--- src/sv/bads_queue.sv ---
`default_nettype none
module bads_queue #(
  parameter int DW = 8
) (
  input  wire           clk,
  input  wire           rst,
  input  wire           push,
  input  wire  [DW-1:0] push_data,
  output logic          full,
  input  wire           pop,
  output logic          not_empty,
  output logic [DW-1:0] pop_data
);
  localparam int DEPTH = 4;
  localparam int AW    = $clog2(DEPTH);

  logic [DW-1:0] slots [DEPTH];
  logic [AW-1:0] wr_ptr, rd_ptr;
  logic [AW:0]   fill;

  assign full      = (fill == (AW+1)'(DEPTH));
  assign not_empty = (fill != '0);
  assign pop_data  = slots[rd_ptr];

  always_ff @(posedge clk) begin
    if (push) slots[wr_ptr] <= push_data;
  end

  always_ff @(posedge clk) begin
    if (rst) begin
      wr_ptr <= '0;
      rd_ptr <= '0;
      fill   <= '0;
    end else begin
      if (push) wr_ptr <= wr_ptr + AW'(1);
      if (pop)  rd_ptr <= rd_ptr + AW'(1);
      if (push && !pop) fill <= fill + (AW+1)'(1);
      else if (pop && !push) fill <= fill - (AW+1)'(1);
    end
  end
endmodule
`default_nettype wire

--- config.mk ---
export PLATFORM = sky130hd
export DESIGN_NAME = bads_queue
export DESIGN_NICKNAME = d
export VERILOG_FILES = /design/src/sv/bads_queue.sv
export SDC_FILE = /design/constraint.sdc
export NUM_CORES = 1
export LEC_CHECK = 0
export ABC_AREA = 1
export BUFFER_PORTS_ARGS = -buffer_cell sky130_fd_sc_hd__buf_4
export CAP_MARGIN = 20
export CORE_ASPECT_RATIO = 1.4
export CORE_UTILIZATION = 35
export CTS_BUF_LIST = sky130_fd_sc_hd__clkbuf_8
export DETAILED_ROUTE_END_ITERATION = 16
export PLACE_DENSITY = 0.5
export SLEW_MARGIN = 0
export SYNTH_ARGS = -nofsm -noshare
export SYNTH_HDL_FRONTEND = slang
export SYNTH_SLANG_ARGS = --single-unit
export TNS_END_PERCENT = 10
--- constraint.sdc ---
create_clock -name clk -period 3.5 [get_ports clk]
set_input_delay 0.175 -clock clk [delete_from_list [all_inputs] [get_ports clk]]
set_output_delay 0.175 -clock clk [all_outputs]
set_load 0.03 [all_outputs]
After elaboration in Yosys (flattened, before gate mapping) --
Memory sizes are Yosys's and may differ from the RTL's. A register that Yosys moved wholly into a read port is not among the register bits. Index checks and enable logic that the tools add are counted.
Storage, ports and cells: bits of input ports 12, memories kept 1, register bits after elaboration 7, RAM bits 32
Memories:
- slots | words 4, bits a word 8, rd ports 1, clocked after Yosys merged registers in 1, write ports 1, line 17 | logic [DW-1:0] slots [DEPTH];
Cells by class: reductions and logical operators 6, equal/unequal tests 1, mux-type cells 6, add/sub/neg operators 4
Operator list (number):
- $mux 3 | 2
- $add 2x1->2 const B | 2
- $mux 2 | 2
- $add 3x1->3 const B | 1
- $eq 3x3->1 const B | 1
- $reduce_bool 3->1 | 1
- $sub 3x1->3 const B | 1
- $logic_and 1x1->1 | 2
- $logic_not 1->1 | 2
- $mux 1 | 2
- $reduce_bool 2->1 | 1

Logic depth before layout (Yosys ltp) --
word-level depth 4, depth in mapped cells 10, gate-level depth less buffers 10

Worst setup path after synthesis --
Ideal clock, no wire load.
kind reg-to-output, start point reg (tool-made name), end point out pop_data[0], path buffers 1, setup slack 2.188 ns, arrival 1.137 ns, stages on the path, launching flop included 5, cell sequence dfxtp_1 inv_2 buf_6 nor2_1 o22ai_1
RTL lines:
- to (decl) | line 12 | output logic [DW-1:0] pop_data

==> impl_metrics.json <==
{
  "detail_route.wl_per_cell_um": 12.9,
  "hp-class": "in -> reg",
  "ys_ff_latch": 41,
  "path_max_fanout": 17,
  "dieArea_um2": 4980,
  "post_cts_buffers": 0,
  "synth_compound_area_share_pct": 10.8,
  "slew_violations": 0,
  "final_area_um2": 1950,
  "rows": 29,
  "min_path_cells": 2,
  "grt_pass1_wl_um": 4750,
  "cp.required_ns": 3.32,
  "reg2reg_to": "fill[2]",
  "grt_overflow": 0,
  "final_nets": 179,
  "synthAdderAreaFrac_pct": 5.02,
  "whs_ns": 0.0529,
  "wirelength_um": 2880,
  "relSlewSlack_pct": 61.7,
  "via_per_inst": 4.65,
  "via_count": 1041,
  "dieWidth_um": 59.9,
  "hold_viol_final": 0,
  "hpwl_um": 2030,
  "cts_inserted_buffers": 5,
  "share_comb_of_total_power_pct": 14.9,
  "synth_xor_area_share_pct": 0.533,
  "wl_met1_um": 1210,
  "netlist_area_um2": 1640,
  "root_buffer": "clkbuf_8",
  "io_pins": 22,
  "area_growth_pct": 18.4,
  "dr.pass1.iters": 4,
  "synth_warnings": 0,
  "drtIter0Drc": 37,
  "top_layer": "met4",
  "internal-power_mw": 0.762,
  "syn_inst": 135,
  "cpLargestDelayFamily": "flip-flops",
  "h-tree-depth": 2,
  "synth-simple-area-share_pct": 8.98,
  "post-place-cells": 216,
  "r2r_slack_ns": 2.23,
  "start_util_pct": 36.2,
  "grt_pass1_vias": 1061,
  "n_antenna_cell": 0,
  "path_cells": "inv_2 -> o21ai_0 -> o22ai_1 -> buf_4",
  "p_per_area_nw_per_um2": 524,
  "cp.depth": 4,
  "grt_max_degree": 18,
  "fmax_mhz": 516,
  "rsz0062_at_grt": "false",
  "clkTransAtPathRegs_ns": 0.07,
  "switchingPower_mw": 0.259,
  "antenna_found_initial": 0,
  "fin_crit_ns": 1.94,
  "cp_slowest_cell": "dfxtp_1",
  "die_y_um": 83.1,
  "met2_length_um": 1490,
  "slowest_delay_ns": 0.68,
  "critPathLaunchType": "flop",
  "clockBufferDepth": 2,
  "cts_tree": "built",
  "cts.sinks": 41,
  "synth_cell_types": 19,
  "fin_setup_tns_ns": 0,
  "post-route-util_pct": 42.9,
  "ys_seq_area_share_pct": 69.4,
  "routabilityCongestion": 0.760,
  "synth_top_family_by_area": "compound AO/OA/AOI/OAI gates",
  "placed_area_um2": 1860,
  "path_buf_inv": 2,
  "reg2reg_from": "fill[0]",
  "holdBufCountCts": 0,
  "maxCapViolCount": 0,
  "tightest_slew_ns": 0.574,
  "cp-end-kind": "output pin",
  "avgSynthCellArea_um2": 12.2,
  "dr_wl_met3_um": 133,
  "clock_skew_ns": 0.00795,
  "drive_above_1_share_pct": 20.4,
  "portBuffers": 21,
  "p_clk_share_pct": 29.4,
  "stdcell_count": 224,
  "drc_errors": 0,
  "synthMuxAreaShare_pct": 0,
  "synth.net_count": 153,
  "crit_type": "reg -> out",
  "hold_path.startpoint": "rst",
  "post_cts_resize_count": 0,
  "vdd_drop_max_uv": 184,
  "p_sw_share_pct": 25.4,
  "fin_crit_sh_pct": 55.4,
  "outcome": "finished, final reports clean",
  "reg2reg_depth": 7,
  "power.leakage_nw": 0.783,
  "p_seq_share_pct": 55.8,
  "design.core.area_um2": 4540,
  "grt_usage_pct": 13.2,
  "clock_insertion_delay_worst_skew_ns": 0.29,
  "cp_data_arrival_time_ns": 1.76,
  "ant_nets": 0,
  "setup_violations": 0,
  "holdPathEnd": "fill[0]"
}
-- how the worst max path moves through the flow --
stage,endpoint,slack (ns),start
floorplan,pop_data[0],2.19,flop
global placement,pop_data[6],1.92,flop
detailed placement,pop_data[3],1.84,flop
CTS,pop_data[3],1.52,flop
global route,pop_data[1],1.37,flop
finish,pop_data[3],1.56,flop
-- synthesized netlist by cell type, drive strengths merged --
| library cell | instances | area (µm²) |
|---|---|---|
| edfxtp | 32 | 961 |
| nor2 | 23 | 93.8 |
| o21ai | 21 | 113 |
| inv | 17 | 63.8 |
| nand2 | 10 | 37.5 |
| dfxtp | 9 | 180 |
| o22ai | 8 | 50.1 |
| ha | 5 | 62.6 |
| a21oi | 3 | 15.0 |
| buf | 2 | 22.5 |
| fa | 1 | 20.0 |
| nand3 | 1 | 5.00 |
| nand4 | 1 | 6.26 |
| nor3 | 1 | 5.00 |
| xor2 | 1 | 8.76 |
-- logic make-up (layout without fill, tap and decap cells) --
group	after synthesis	count (layout)
adders and majority gates	6	6
buffers and inverters	19	46
AOI/OAI and AO/OA	32	32
DFF	41	41
and+or+nand+nor	36	36
xor gates and xnor gates	1	1
-- registers in the layout, indices dropped and copies added (netlist names), named ones only --
name and cells:
wr_ptr 2, fill 3, slots 32, rd_ptr 2
-- power by group through the flow --
stage / Sequential (mW) / Clock [mW] / Combinational [mW]
3_3_place_gp: 0.579 / 0 / 0.149
4_1_cts: 0.570 / 0.308 / 0.155
2_1_floorplan: 0.574 / 0 / 0.102
3_5_place_dp: 0.581 / 0 / 0.154
6_report: 0.569 / 0.300 / 0.152
5_1_grt: 0.573 / 0.324 / 0.169
-- metal layers --
metal	global-route usage (%)	vias up
li1	-	518
met1	14.1	492
met2	22.0	24
met3	4.52	7
met4	6.98	0
met5	0	-
-- cells in the final DEF, fill, tap and decap left out, drive strengths merged --
cell	instances
xor2	1
inv	19
ha	5
dfxtp	9
nor3	1
a21oi	3
nand2	10
fa	1
o21ai	21
clkbuf	6
nor2	23
nand3	1
o22ai	8
nand4	1
buf	21
edfxtp	32
-- stage by stage --
stage	total power [mW]	setup slack, ns
after CTS	1.03	1.52
after floorplan	0.676	2.19
after detailed placement	0.735	1.84
after global placement	0.729	1.92
after global routing	1.07	1.37
final	1.02	1.56
-- layout make-up --
type,count,area (µm²)
clock inverter,2,7.51
multi-input combinational,75,417
timing repair buffer,21,158
sequential,41,1140
inverter,17,63.8
fill,441,2590
tap,62,77.6
clock buffer,6,82.6
No activity file was read; power rests on OpenSTA's default activity.
