File: config.mk
export PLATFORM = sky130hd
export DESIGN_NAME = bads_front
export DESIGN_NICKNAME = d
export VERILOG_FILES = /design/src/sv/bads_pkg.sv /design/src/sv/bads_front.sv
export SDC_FILE = /design/constraint.sdc
export NUM_CORES = 1
export LEC_CHECK = 0
export BUFFER_PORTS_ARGS = -buffer_cell sky130_fd_sc_hd__clkbuf_2
export CORE_UTILIZATION = 57
export CTS_CLUSTER_SIZE = 16
export DETAILED_ROUTE_END_ITERATION = 7
export HOLD_SLACK_MARGIN = 0.06
export PLACE_DENSITY = 0.76
export SYNTH_ARGS = -nofsm -noshare
export SYNTH_HDL_FRONTEND = slang
export SYNTH_SLANG_ARGS = --single-unit
File: constraint.sdc
create_clock -name clk -period 8.8 [get_ports clk]
set_input_delay 1.76 -clock clk [delete_from_list [all_inputs] [get_ports clk]]
set_output_delay 1.76 -clock clk [all_outputs]
set_load 0.01 [all_outputs]
File: src/sv/bads_pkg.sv
`default_nettype none
package bads_pkg;

  localparam int CFG_W     = 13;
  localparam int CFG_IDX_W = 2;
  localparam int PIX_W     = 8;
  localparam int SCALE_W   = 7;

  localparam logic [CFG_IDX_W-1:0] REG_FRAME_WIDTH  = 2'd0;
  localparam logic [CFG_IDX_W-1:0] REG_FRAME_HEIGHT = 2'd1;
  localparam logic [CFG_IDX_W-1:0] REG_SCALE_FACTOR = 2'd2;

  typedef struct packed {
    logic close_block;
    logic first_row;
    logic emit;
    logic row_end;
    logic frame_end;
  } cmd_flags_t;

  localparam int FLAGS_W = $bits(cmd_flags_t);

  typedef enum logic [2:0] {
    B_IDLE,
    B_READ,
    B_UPDATE,
    B_DIV,
    B_OUT
  } back_state_t;

endpackage
`default_nettype wire

File: src/sv/bads_front.sv
`default_nettype none
module bads_front #(
  parameter int MAX_WIDTH  = 4096,
  parameter int MAX_HEIGHT = 4096,
  parameter int MAX_SCALE  = 64
) (
  input  wire                                 clk,
  input  wire                                 rst,
  input  wire                                 cfg_we,
  input  wire  [bads_pkg::CFG_IDX_W-1:0]      cfg_index,
  input  wire  [bads_pkg::CFG_W-1:0]          cfg_data,
  input  wire                                 accept,
  output bads_pkg::cmd_flags_t                flags,
  output logic [$clog2(MAX_WIDTH)-1:0]        block_index,
  output logic [$clog2(MAX_SCALE*MAX_SCALE+1)-1:0] count
);
  localparam int WW  = $clog2(MAX_WIDTH + 1);
  localparam int HW  = $clog2(MAX_HEIGHT + 1);
  localparam int CW  = $clog2(MAX_WIDTH);
  localparam int RW  = $clog2(MAX_HEIGHT);
  localparam int SW  = $clog2(MAX_SCALE + 1);
  localparam int CNT = $clog2(MAX_SCALE*MAX_SCALE + 1);

  logic [WW-1:0] width_c;
  logic [HW-1:0] height_c;
  logic [SW-1:0] scale_c;
  logic [CW-1:0] col;
  logic [RW-1:0] row;
  logic [SW-1:0] cmod;
  logic [SW-1:0] rmod;
  logic [CW-1:0] bx;
  logic [SW-1:0] bw_cur;
  logic [SW-1:0] bh_cur;

  logic          last_col, last_row, cmod_last, rmod_last;
  logic [SW-1:0] bw_eff, bh_eff;
  logic [31:0]   w_rem, h_rem;

  function automatic logic [31:0] clamp_reg(input logic [bads_pkg::CFG_W-1:0] v,
                                            input int hi);
    logic [31:0] r;
    r = 32'(v);
    if (v == '0) r = 32'd1;
    else if (r > 32'(hi)) r = 32'(hi);
    return r;
  endfunction

  always_comb begin
    last_col  = (32'(col) == 32'(width_c) - 32'd1);
    last_row  = (32'(row) == 32'(height_c) - 32'd1);
    cmod_last = (cmod == scale_c - SW'(1));
    rmod_last = (rmod == scale_c - SW'(1));
    w_rem     = 32'(width_c) - 32'(col);
    h_rem     = 32'(height_c) - 32'(row);
    bw_eff    = bw_cur;
    if (cmod == '0) bw_eff = (32'(scale_c) < w_rem) ? scale_c : SW'(w_rem);
    bh_eff    = bh_cur;
    if (rmod == '0 && col == '0) bh_eff = (32'(scale_c) < h_rem) ? scale_c : SW'(h_rem);
    flags.close_block = cmod_last || last_col;
    flags.first_row   = (rmod == '0);
    flags.emit        = (cmod_last || last_col) && (rmod_last || last_row);
    flags.row_end     = last_col;
    flags.frame_end   = last_col && last_row;
    block_index       = bx;
    count             = CNT'(bw_eff) * CNT'(bh_eff);
  end

  always_ff @(posedge clk) begin
    if (rst) begin
      width_c  <= WW'(clamp_reg(bads_pkg::CFG_W'(4096), MAX_WIDTH));
      height_c <= HW'(clamp_reg(bads_pkg::CFG_W'(4096), MAX_HEIGHT));
      scale_c  <= SW'(1);
      col  <= '0;
      row  <= '0;
      cmod <= '0;
      rmod <= '0;
      bx   <= '0;
      bw_cur <= '0;
      bh_cur <= '0;
    end else if (cfg_we) begin
      case (cfg_index)
        bads_pkg::REG_FRAME_WIDTH:  width_c  <= WW'(clamp_reg(cfg_data, MAX_WIDTH));
        bads_pkg::REG_FRAME_HEIGHT: height_c <= HW'(clamp_reg(cfg_data, MAX_HEIGHT));
        bads_pkg::REG_SCALE_FACTOR:
          scale_c <= SW'(clamp_reg(bads_pkg::CFG_W'(cfg_data[bads_pkg::SCALE_W-1:0]),
                                   MAX_SCALE));
        default: ;
      endcase
      if (cfg_index == bads_pkg::REG_FRAME_WIDTH || cfg_index == bads_pkg::REG_FRAME_HEIGHT
          || cfg_index == bads_pkg::REG_SCALE_FACTOR) begin
        col  <= '0;
        row  <= '0;
        cmod <= '0;
        rmod <= '0;
        bx   <= '0;
      end
    end else if (accept) begin
      bw_cur <= bw_eff;
      bh_cur <= bh_eff;
      if (last_col) begin
        col  <= '0;
        cmod <= '0;
        bx   <= '0;
        if (last_row) begin
          row  <= '0;
          rmod <= '0;
        end else begin
          row  <= row + RW'(1);
          rmod <= rmod_last ? '0 : rmod + SW'(1);
        end
      end else begin
        col  <= col + CW'(1);
        cmod <= cmod_last ? '0 : cmod + SW'(1);
        if (cmod_last) bx <= bx + CW'(1);
      end
    end
  end
endmodule
`default_nettype wire

## Word level (Yosys, flattened, before mapping)

Index checks and enable logic that the tools add are counted.

- Register bits: 97
- Input bits: 19
- Output and inout port bits: 30
- Word-level logic and storage cells: 86

- Add/subtract/negate cells: 10
- Multipliers: 1
- $lt $le $gt $ge: 4
- Equality and inequality tests: 7
- Multiplexer cells: 30
- Bitwise logic cells: 1
- Reductions and logical operators: 23

Operator list:

| kind | count |
|---|---|
| two-way mux 12 bit | 12 |
| two-way mux 7 bit | 16 |
| equality test 12 x 32 -> 1 bit | 2 |
| less-than comparator 7 x 32 -> 1 bit | 2 |
| adder 12 x 1 -> 12 bit, second input constant | 3 |
| subtractor 13 x 1 -> 14 bit, second input constant | 2 |
| subtractor 13 x 12 -> 14 bit | 2 |
| two-way mux 13 bit | 2 |
| logical NOT 7 bit | 3 |
| adder 7 x 1 -> 7 bit, second input constant | 2 |
| equality test 7 bit | 2 |
| greater-than comparator 13 bit, second input constant | 1 |
| logical NOT 13 bit | 1 |
| multiplier 7 x 7 -> 13 bit | 1 |
| logical NOT 12 bit | 1 |
| AND reduction 2 bit | 5 |
| greater-than comparator 7 bit, second input constant | 1 |
| subtractor 7 x 1 -> 7 bit, second input constant | 1 |
| AND reduction 3 bit | 2 |
| logical OR 1 bit | 4 |
| nonzero test 2 bit | 2 |
| logical AND 1 bit | 3 |
| nonzero test 3 bit | 1 |
| equality test 2 x 1 -> 1 bit, second input constant | 1 |
| other kinds (4) | 4 |

## Depth between registers and ports, before layout

Gate-level depths: netlist of run 1.

- Depth in word-level cells: 7
- Mapped depth: 35
- Gate-level depth less buffers: 35

## Worst setup path before layout of run 1

OpenSTA, ideal clock, no wires.

- Path kind: flip-flop to output port
- From: register row[0]
- To: output port count[12]
- Data arrival time: 7340 ps
- Data required time: 7040 ps
- Setup slack: -300 ps
- Cell stages (with the launch flop): 33
- Path buffers: 1
- Path through: dfxtp_1 > ha_1 > inv_1 > fa_1 > a21o_1 > a221oi_4 > xnor2_1 > inv_1 > ha_1 > o21ai_0 > nor2_1 > o22ai_1 > a311o_1 > nor4_4 > nand3_2 > mux2i_1 > and2_1 > buf_2 > or3_1 > fa_1 > fa_1 > fa_1 > inv_1 > fa_1 > ha_1 > nand2_1 > o21ai_0 > nor4_1 > nor4b_1 > o21a_1 > nor2_1 > xnor2_1 > xnor2_1

- Longest elaborated chain between the ends: 5

Ends and longest elaborated chain:

| item | line | source |
|---|---|---|
| from (decl) | bads_front.sv:28 | `logic [RW-1:0] row;` |
| from (signal assigned) | bads_front.sv:108 | `row <= row + RW'(1);` |
| subtractor 13 x 12 -> 14 bit * | bads_front.sv:54 | `h_rem = 32'(height_c) - 32'(row);` |
| less-than comparator 7 x 32 -> 1 bit | bads_front.sv:58 | `if (rmod == '0 && col == '0) bh_eff = (32'(scale_c) < h_rem) ? scale_c : SW'(h_rem);` |
| two-way mux 7 bit * (2 in series) | bads_front.sv:58 |  |
| multiplier 7 x 7 -> 13 bit * | bads_front.sv:65 | `count = CNT'(bw_eff) * CNT'(bh_eff);` |
| to (decl) | bads_front.sv:15 | `output logic [$clog2(MAX_SCALE*MAX_SCALE+1)-1:0] count` |

Mark *: on every way between the ends. The rest lies on a longest branch, timed or not.

## Worst setup path after layout of run 1

- From: register height_c[0]
- To: output port count[12]

- Longest elaborated chain between the ends: 5

Ends and longest elaborated chain:

| item | line | source |
|---|---|---|
| from (decl) | bads_front.sv:25 | `logic [HW-1:0] height_c;` |
| from (signal assigned) | bads_front.sv:71 | `height_c <= HW'(clamp_reg(bads_pkg::CFG_W'(4096), MAX_HEIGHT));` |
| from (signal assigned) | bads_front.sv:83 | `bads_pkg::REG_FRAME_HEIGHT: height_c <= HW'(clamp_reg(cfg_data, MAX_HEIGHT));` |
| subtractor 13 x 12 -> 14 bit * | bads_front.sv:54 |  |
| less-than comparator 7 x 32 -> 1 bit | bads_front.sv:58 |  |
| two-way mux 7 bit * (2 in series) | bads_front.sv:58 |  |
| multiplier 7 x 7 -> 13 bit * | bads_front.sv:65 |  |

Marked as above.

==> run summary, run 1 <==
Max VDD drop - 0.100 mV
Final hold vios - 0
Post-synth design cell area - 8790 µm²
Flop2flop setup slack - 4900 ps
Fmax - 106 MHz
Total track usage - 29.8%
Crit Reg-Reg Startpoint - height_c[0]
Initial core utilization - 58.0%
Worst path most repeated cell - fa_1
CP arrival - 7680 ps
Worst R2R Path Depth - 19
Core Util, Final - 71.4%
Worst Max-Slew Pin Slew - 1100 ps
DR vias - 8551
Die height - 126 µm
RSZ-0062 raised after global routing - yes
Grt ovf - 0
Crit-path max FO - 6
Final period util - 107%
Crit end category - primary output
Hold EP - block_index[9]
Hold-fix buffers, CTS - 0
Global-route wire length before repair - 38.4 mm
Die area - 15900 µm²
Final wirelength - 24.2 mm
Psw - 0.000419 W
Clk Latency, worst-skew pair - 350 ps
Seq/Total Area, Yosys - 22.1%
Post-Syn Instances - 1106
Drt wl/cell - 16.6 µm
Worst setup SP type - register
CTS tree - done
Post-route ant nets - 0
Area occupied by multi-input gates - 6740 µm²
Syn avg cell area - 7.95 µm²
Fin nets - 1381
Violated checks - setup timing
Hold Crit Class - reg -> reg
Leakage - 4.62 nW
Internal - 0.000871 W
Die width - 126 µm
Max stage delay on crit path - 590 ps
Synthesis Warnings - 0
Ys async rst share - 0%
Crit path from - height_c[0]
Hold depth - 2
Vias in the first global route - 8263
Pwr dens - 119 nW/µm²
Worst clock skew - 14.6 ps
Largest net degree at the start of global routing - 71
Drt pass-1 iters - 5
Detailed Route Iter0 Violations - 496
Net Sw Frac - 32.5%
Placed cells - 1415
Num rows - 45
Max-cap violations - 0
Hold_sp - block_index[9]
Root Buffer - clkbuf_16
Non-filler instance count after layout - 1453
Share of post-route cells with drive strength above 1 - 23.2%
Status - finished with violations
Clock Path Buffers - 2
Crit Path Class - reg -> out
Core ar. - 15100 µm²
Slew Viols, Final - 0
Storage element area - 1950 µm²
Count of different cell masters after synthesis - 75
# port buffers - 48
Detailed placement HPWL - 18.1 mm
GPL Wtd Cong - 0.944
Worst Path Required - 7040 ps
CP max stage cell - fa_1
Clock slew at reported path FFs - 70 ps
Via density - 5.89
CTS sink cnt - 97
P&R area growth vs syn - 23.1%
H-tree depth - 3
Number of synthesized flops with an enable pin - 0
Hold slack - 486 ps
Antenna diode count - 0
Final WS setup - -639 ps
# IOs - 49
Post-route DRC - 0
Setup tns final - -2470 ps
Seq pwr share - 35.8%
Fillers - 1180
Post-route minimum period - 9440 ps
R2r endpoint - bh_cur[1]
Antenna violations before repair - 0
# setup viols final - 6
Synth Register Bits - 97
Max_slew headroom - 26.3%
Inserted Clock Buffers - 9
Comb pwr share - 33.1%
Clk network pwr share - 31.1%
Synthesized Nets - 1227
Top FF cell, synth - dfxtp_1
area by class of cell:
| cell class | count | share of cell area (%) |
|---|---|---|
| clock inverter | 4 | 0.486 |
| inverter | 81 | 2.81 |
| tap | 188 | 2.17 |
| clock buffer | 12 | 2.28 |
| sequential | 97 | 18.0 |
| timing repair buffer | 183 | 12.0 |
| multi-input combinational | 888 | 62.3 |
Yosys cell counts (11+ instances only):
cell	count	area share [%]
nor2_1	115	4.9
dfxtp_1	97	22
nand2_1	97	4.1
inv_1	81	3.5
ha_1	77	11
a21oi_1	76	4.3
xnor2_1	65	6.5
nor3_1	39	2.2
mux2i_1	34	3.9
o21ai_0	34	1.9
xor2_1	32	3.2
clkbuf_1	27	1.2
nand3_1	27	1.5
fa_1	25	5.7
nand4_1	21	1.5
nor4_1	20	1.4
or3_1	18	1.3
a211oi_1	16	1.4
nand2b_1	13	0.93
nor2b_1	13	0.93
nor3b_1	11	0.94
o21a_1	11	0.94
layer usage:
| metal | vias to the layer above | share of wire (%) | global-route usage (%) |
|---|---|---|---|
| li1 | 4207 | - | - |
| met5 | - | 0 | 0 |
| met4 | 0 | 2.6 | 12.0 |
| met2 | 253 | 49 | 53.1 |
| met1 | 4041 | 43 | 36.8 |
| met3 | 50 | 5.0 | 3.02 |
cell families after synthesis:
group                    count (synthesis)  share of synthesized area (%)
XOR/XNOR                                97                           9.67
adder cells (fa/ha/maj)                102                           16.7
multiplexers                            36                           4.13
AO/OA/AOI/OAI                          209                           15.5
buffers and inverters                  121                           5.45
flip-flops                              97                           22.1
AND/OR/NAND/NOR                        444                           26.5
cell usage in the layout (no fill, tap or decap), types with 7 or more instances in the layout:
| cell type | Yosys | layout |
|---|---|---|
| buf_6 | 1 | 8 |
| buf_2 | 5 | 7 |
| buf_4 | 3 | 126 |
| xor2_1 | 32 | 32 |
| nor2b_1 | 13 | 12 |
| o21a_1 | 11 | 11 |
| a21oi_1 | 76 | 72 |
| nor3b_1 | 11 | 11 |
| nand2b_1 | 13 | 13 |
| inv_1 | 81 | 73 |
| nor4_1 | 20 | 19 |
| nor3_1 | 39 | 37 |
| clkbuf_16 | 0 | 9 |
| or3_1 | 18 | 15 |
| dfxtp_1 | 97 | 93 |
| clkbuf_2 | 0 | 41 |
| nand2_1 | 97 | 95 |
| fa_1 | 25 | 23 |
| a21o_1 | 9 | 9 |
| ha_4 | 0 | 7 |
| inv_2 | 0 | 8 |
| mux2i_1 | 34 | 22 |
| nor2_1 | 115 | 113 |
| nand3_1 | 27 | 27 |
| ha_1 | 77 | 70 |
| nand4_1 | 21 | 21 |
| o21ai_0 | 34 | 32 |
| xnor2_1 | 65 | 61 |
| nand3b_1 | 9 | 9 |
| a211oi_1 | 16 | 15 |
timing repair:
item	CTS	global route
resized for setup	36	53
setup buffers	10	17
pin swaps	21	24
endpoints found under the setup margin	7	8
registers in the layout, indices dropped and copies added (netlist names):
name,count
bh_cur,7
block_index,12
bw_cur,7
cmod,7
col,12
height_c,13
rmod,7
row,12
scale_c,7
width_c,13
worst max path at each step:
stage                end  slack [ps]
2_1_floorplan  count[12]         -80
3_3_place_gp   count[12]        -380
3_5_place_dp   count[12]        -560
4_1_cts        count[12]        -570
5_1_grt        count[12]       -1000
6_report       count[12]        -640
power by group through the flow:
stage | clock (W) | combinational, W | sequential [W]
detailed placement | 0 | 0.000375 | 0.000470
global placement | 0 | 0.000366 | 0.000470
global route | 0.000420 | 0.000464 | 0.000462
finish | 0.000401 | 0.000427 | 0.000461
CTS | 0.000402 | 0.000397 | 0.000460
floorplan | 0 | 0.000251 | 0.000467
critical path: cells and delay by family, from the launching register on:
family          cells  cell delay, ps
simple gates        9            1560
flops               1             320
buf+inv             5             370
mux                 1             270
compound gates      7            1220
fa+ha+maj           8            3110
xor+xnor            3             440
through the flow:
step	area [µm²]	total power, W	worst slack [ps]
final	10800	0.00129	-639
after global routing	10800	0.00135	-1000
after CTS	10500	0.00126	-570
after detailed placement	9980	0.000845	-564
after global placement	9980	0.000836	-378
after floorplan	8830	0.000719	-76.0
No activity file was read; power rests on OpenSTA's default activity.
==> run 2: changes to the inputs <==
==> config.mk (replaced) <==
export PLATFORM = sky130hd
export DESIGN_NAME = bads_front
export DESIGN_NICKNAME = d
export VERILOG_FILES = /design/src/sv/bads_pkg.sv /design/src/sv/bads_front.sv
export SDC_FILE = /design/constraint.sdc
export NUM_CORES = 1
export LEC_CHECK = 0
export CORE_UTILIZATION = 45
export CTS_BUF_LIST = sky130_fd_sc_hd__clkbuf_8
export CTS_CLUSTER_SIZE = 16
export DETAILED_ROUTE_END_ITERATION = 7
export DONT_BUFFER_PORTS = 1
export HOLD_SLACK_MARGIN = 0.06
export PLACE_DENSITY = 0.6
export SYNTH_ARGS = -nofsm -noshare
export SYNTH_HDL_FRONTEND = slang
export SYNTH_SLANG_ARGS = --single-unit
==> run summary, run 2 (synthesis gave the netlist of run 1 again) <==
Final wirelength - 23.9 mm
Worst path most repeated cell - fa_1
Post-route ant nets - 0
Core Util, Final - 56.6%
Fmax - 108 MHz
P&R area growth vs syn - 22.0%
DP Area - 9940 µm²
Clock slew at reported path FFs - 100 ps
Antenna violations before repair - 0
Fillers - 1789
Num rows - 50
Initial core utilization - 46.4%
Max stage delay on crit path - 550 ps
Root Buffer - clkbuf_8
Global-route wire length before repair - 38.9 mm
Fin nets - 1354
GPL Wtd Cong - 0.872
Leakage - 4.47 nW
Placed cells - 1454
CP max stage cell - fa_1
Storage element area - 1950 µm²
Largest net degree at the start of global routing - 71
CTS tree - done
Non-filler instance count after layout - 1498
Die height - 142 µm
Antenna diode count - 0
Pwr dens - 108 nW/µm²
Final period util - 106%
Worst slack, placed - -561 ps
Clk Latency, worst-skew pair - 380 ps
Inserted Clock Buffers - 9
Drt pass-1 iters - 5
Drt wl/cell - 15.9 µm
Detailed Route Iter0 Violations - 434
# setup viols final - 4
Post-route DRC - 0
# IOs - 49
Die area - 20100 µm²
Worst Max-Slew Pin Slew - 1140 ps
Status - finished with violations
Total track usage - 24.1%
Grt ovf - 0
Crit end category - primary output
Detailed placement HPWL - 18.7 mm
Worst clock skew - 16.1 ps
Crit Path Class - reg -> out
Hold-fix buffers, CTS - 0
Most frequent cells in the layout - 150 x buf_4, 113 x nor2_1, 96 x nand2_1
Worst setup SP type - register
Max-cap violations - 0
Crit-path max FO - 6
RSZ-0062 raised after global routing - yes
Psw - 0.000405 W
Core ar. - 19000 µm²
Internal - 0.000754 W
Violated checks - setup timing
Area occupied by multi-input gates - 6770 µm²
Worst Path Required - 7040 ps
# port buffers - 0
Net Sw Frac - 35.0%
Seq pwr share - 39.7%
CP Buf/Inv Count - 5
Final WS setup - -498 ps
Largest delay contributor family on the critical path - adder cells
Post-route minimum period - 9300 ps
Hold Crit Class - reg -> reg
Share of post-route cells with drive strength above 1 - 22.2%
Clock Path Buffers - 2
Vias in the first global route - 7854
Fin area - 10700 µm²
CTS sink cnt - 97
Largest registers - height_c (13), width_c (13)
Clk network pwr share - 24.3%
Comb pwr share - 36.0%
Most common cell after layout, fill and taps aside - buf_4
Max VDD drop - 0.0838 mV
Via density - 5.53
H-tree depth - 3
DR vias - 8283
Slew Viols, Final - 0
Die width - 142 µm
Max_slew headroom - 23.4%
CP arrival - 7540 ps
Final hold vios - 0
==> run 2: changes by cell type in the layout (fill, tap and decap cells not counted), sizes merged <==
cell,previous run,this run
buf,142,156
clkbuf,53,10
clkinvlp,0,1
clkinv,3,5
bufinv,1,0
==> run 2: through the flow <==
| stage | total power, W | setup TNS [ps] | hold slack [ps] |
|---|---|---|---|
| 4_1_cts | 0.00114 | -1360 | 502 |
| 6_report | 0.00116 | -1190 | 501 |
| 3_5_place_dp | 0.000828 | -1170 | 482 |
| 5_1_grt | 0.00122 | -3090 | 534 |
| 3_3_place_gp | 0.000824 | -545 | 472 |
| 2_1_floorplan | 0.000719 | -76.0 | 458 |
==> run 2: repair_timing <==
item / in CTS / in global routing
buffers inserted: 22 / 7
gates resized for setup: 39 / 43
endpoints found under the setup margin: 7 / 8
pin swaps: 29 / 11
==> run 2: worst register-to-register path, delay by kind of cell (launching register included) <==
kind / cells / cell delay [ps]
AO/OA/AOI/OAI: 7 / 1220
buffers and inverters: 7 / 790
adder cells (fa/ha/maj): 3 / 750
AND/OR/NAND/NOR: 4 / 620
flip-flops: 1 / 330
XOR/XNOR: 1 / 160
==> run 2: routing by layer <==
metal	global-route usage [%]	part of all wire [%]	wire, µm	vias up
met5	0	0	0	-
met4	7.36	1.9	448	0
met3	2.70	4.2	1010	32
met2	39.6	46	10900	194
met1	33.1	48	11500	3910
li1	-	-	-	4147
==> run 2: power by group through the flow <==
stage / clock, W / combinational, W / sequential (W)
final: 0.000281 / 0.000417 / 0.000461
after global placement: 0 / 0.000354 / 0.000470
after detailed placement: 0 / 0.000358 / 0.000470
after CTS: 0.000288 / 0.000395 / 0.000460
after global routing: 0.000302 / 0.000457 / 0.000462
after floorplan: 0 / 0.000251 / 0.000467
==> run 2: final timing paths <==
kind                            slack [ps]   endpoint  depth (start not counted)   startpoint
worst max register to register        4840  bh_cur[1]                         22  height_c[0]
worst min register to register         500  bh_cur[5]                          2    bh_cur[5]
worst min-delay path                   500  bh_cur[5]                          2    bh_cur[5]
worst max-delay path                  -500  count[12]                         33  height_c[0]
==> run 2: layout make-up <==
| cell class | count | area share (%) |
|---|---|---|
| repair buffers | 156 | 11.2 |
| clock buffers | 10 | 1.28 |
| well taps | 260 | 3.03 |
| flip-flops and latches | 97 | 18.2 |
| inverters | 81 | 2.83 |
| multi-input cells | 888 | 63.1 |
| clock inverters | 6 | 0.408 |
==> run 3: changes to the inputs <==
--- a/config.mk
+++ b/config.mk
@@ -11,7 +11,8 @@
 export DETAILED_ROUTE_END_ITERATION = 7
 export DONT_BUFFER_PORTS = 1
 export HOLD_SLACK_MARGIN = 0.06
-export PLACE_DENSITY = 0.6
+export PLACE_DENSITY = 0.58
+export REMOVE_ABC_BUFFERS = 1
 export SYNTH_ARGS = -nofsm -noshare
 export SYNTH_HDL_FRONTEND = slang
 export SYNTH_SLANG_ARGS = --single-unit
==> constraint.sdc (replaced) <==
create_clock -name clk -period 11.9 [get_ports clk]
set_input_delay 2.38 -clock clk [delete_from_list [all_inputs] [get_ports clk]]
set_output_delay 2.38 -clock clk [all_outputs]
set_load 0.01 [all_outputs]
==> run summary, run 3 (synthesis gave the netlist of run 1 again) <==
Hold-fix buffers, CTS - 0
# IOs - 49
Leakage - 3.69 nW
Inserted Clock Buffers - 9
Net Sw Frac - 35.7%
Setup tns final - 0 ps
Fmax - 92.9 MHz
Worst path most repeated cell - fa_1
CTS tree - done
Worst setup SP type - register
Crit Path Class - reg -> out
Max_slew headroom - 38.6%
Clock slew at reported path FFs - 100 ps
CP arrival - 8380 ps
Most frequent cells in the layout - 115 x nor2_1, 97 x nand2_1, 97 x dfxtp_1
Post-route minimum period - 10760 ps
Global-route wire length before repair - 37.4 mm
H-tree depth - 3
Die height - 142 µm
GPL Wtd Cong - 0.871
Drt wl/cell - 16.8 µm
CTS sink cnt - 97
Core ar. - 19000 µm²
Worst Max-Slew Pin Slew - 916 ps
P&R area growth vs syn - 4.26%
Max stage delay on crit path - 540 ps
Final hold vios - 0
Psw - 0.000280 W
Internal - 0.000504 W
# setup viols final - 0
DR vias - 7593
Max VDD drop - 0.0447 mV
Post-cts gate resize count - 0
CP max stage cell - fa_1
# port buffers - 0
Detailed placement HPWL - 17.7 mm
DP Area - 8970 µm²
Die area - 20100 µm²
Fin nets - 1202
Largest registers - height_c (13), width_c (13)
Crit-path max FO - 7
Status - finished, final reports clean
Largest net degree at the start of global routing - 71
RSZ-0062 raised after global routing - no
Initial core utilization - 46.4%
Worst Path Required - 9520 ps
Total track usage - 23.4%
Crit end category - primary output
Antenna diode count - 0
Comb pwr share - 28.1%
Hold Crit Class - reg -> reg
Share of post-route cells with drive strength above 1 - 5.34%
Fin area - 9160 µm²
Max-cap violations - 0
Clk Latency, worst-skew pair - 390 ps
Final wirelength - 22.6 mm
Post-route ant nets - 0
Via density - 5.64
Grt ovf - 0
Clock Path Buffers - 2
Worst clock skew - 22.3 ps
Die width - 142 µm
Most common cell after layout, fill and taps aside - nor2_1
Final period util - 90.4%
Num rows - 50
Post-route DRC - 0
Slew Viols, Final - 0
Vias in the first global route - 7279
Detailed Route Iter0 Violations - 522
Pwr dens - 85.6 nW/µm²
Root Buffer - clkbuf_8
Antenna violations before repair - 0
Postcts setup bufs - 0
Clk network pwr share - 28.2%
Seq pwr share - 43.7%
Drt pass-1 iters - 4
[run 3: cell types whose count changed in the layout (fill, tap and decap cells not counted), sizes merged]
cell    before  now
buf        156    4
clkinv       5    1
inv         81   85
[run 3: area by class of cell]
| class | count | area [µm²] |
|---|---|---|
| Clock buffer | 10 | 138 |
| Clock inverter | 6 | 56.3 |
| Timing Repair Buffer | 4 | 30.0 |
| Tap cell | 260 | 325 |
| Sequential cell | 97 | 1940 |
| Multi-Input combinational cell | 888 | 6370 |
| Fill cell | 1930 | 9790 |
| Inverter | 81 | 304 |
[run 3: worst max-delay path, delay by kind of cell, from the launching register on]
family / cells / cell delay, ps
flip-flops: 1 / 400
AND/OR/NAND/NOR: 10 / 1990
XOR/XNOR: 3 / 570
buffers and inverters: 3 / 190
adder cells (fa/ha/maj): 8 / 3310
AO/OA/AOI/OAI: 7 / 1010
multiplexers: 2 / 500
[run 3: power by group through the flow]
stage | combinational (W) | clock (W) | sequential [W]
after floorplan | 0.000174 | 0 | 0.000346
after global placement | 0.000219 | 0 | 0.000350
after detailed placement | 0.000220 | 0 | 0.000350
after CTS | 0.000221 | 0.000226 | 0.000343
after global routing | 0.000247 | 0.000242 | 0.000344
final | 0.000220 | 0.000221 | 0.000343
[run 3: routing by layer]
| layer | share of wire, % | GRT usage (%) |
|---|---|---|
| met4 | 1.1 | 5.89 |
| met3 | 4.4 | 4.22 |
| met5 | 0 | 0 |
| met1 | 49 | 31.5 |
| met2 | 45 | 38.5 |
[run 3: worst paths after layout]
kind                            slack [ps]  cells after the start           to        start
worst max-delay path                  1140                     33    count[12]   width_c[0]
worst min-delay path                   490                      2  height_c[0]  height_c[0]
worst max register to register        7910                     16    bh_cur[1]       row[0]
worst min register to register         490                      2  height_c[0]  height_c[0]
[run 3: per-stage QoR]
stage | total power (W) | hold WS (ps) | utilization (%) | cells | worst slack (ps)
2_1_floorplan | 0.000520 | 452 | - | 1066 | 2250
3_3_place_gp | 0.000570 | 464 | 47.3 | 1330 | 1660
3_5_place_dp | 0.000570 | 469 | 47.3 | 1330 | 1500
4_1_cts | 0.000790 | 485 | 48.3 | 1346 | 1080
5_1_grt | 0.000833 | 543 | 48.3 | 1346 | 356
6_report | 0.000784 | 488 | 48.3 | 1346 | 1140
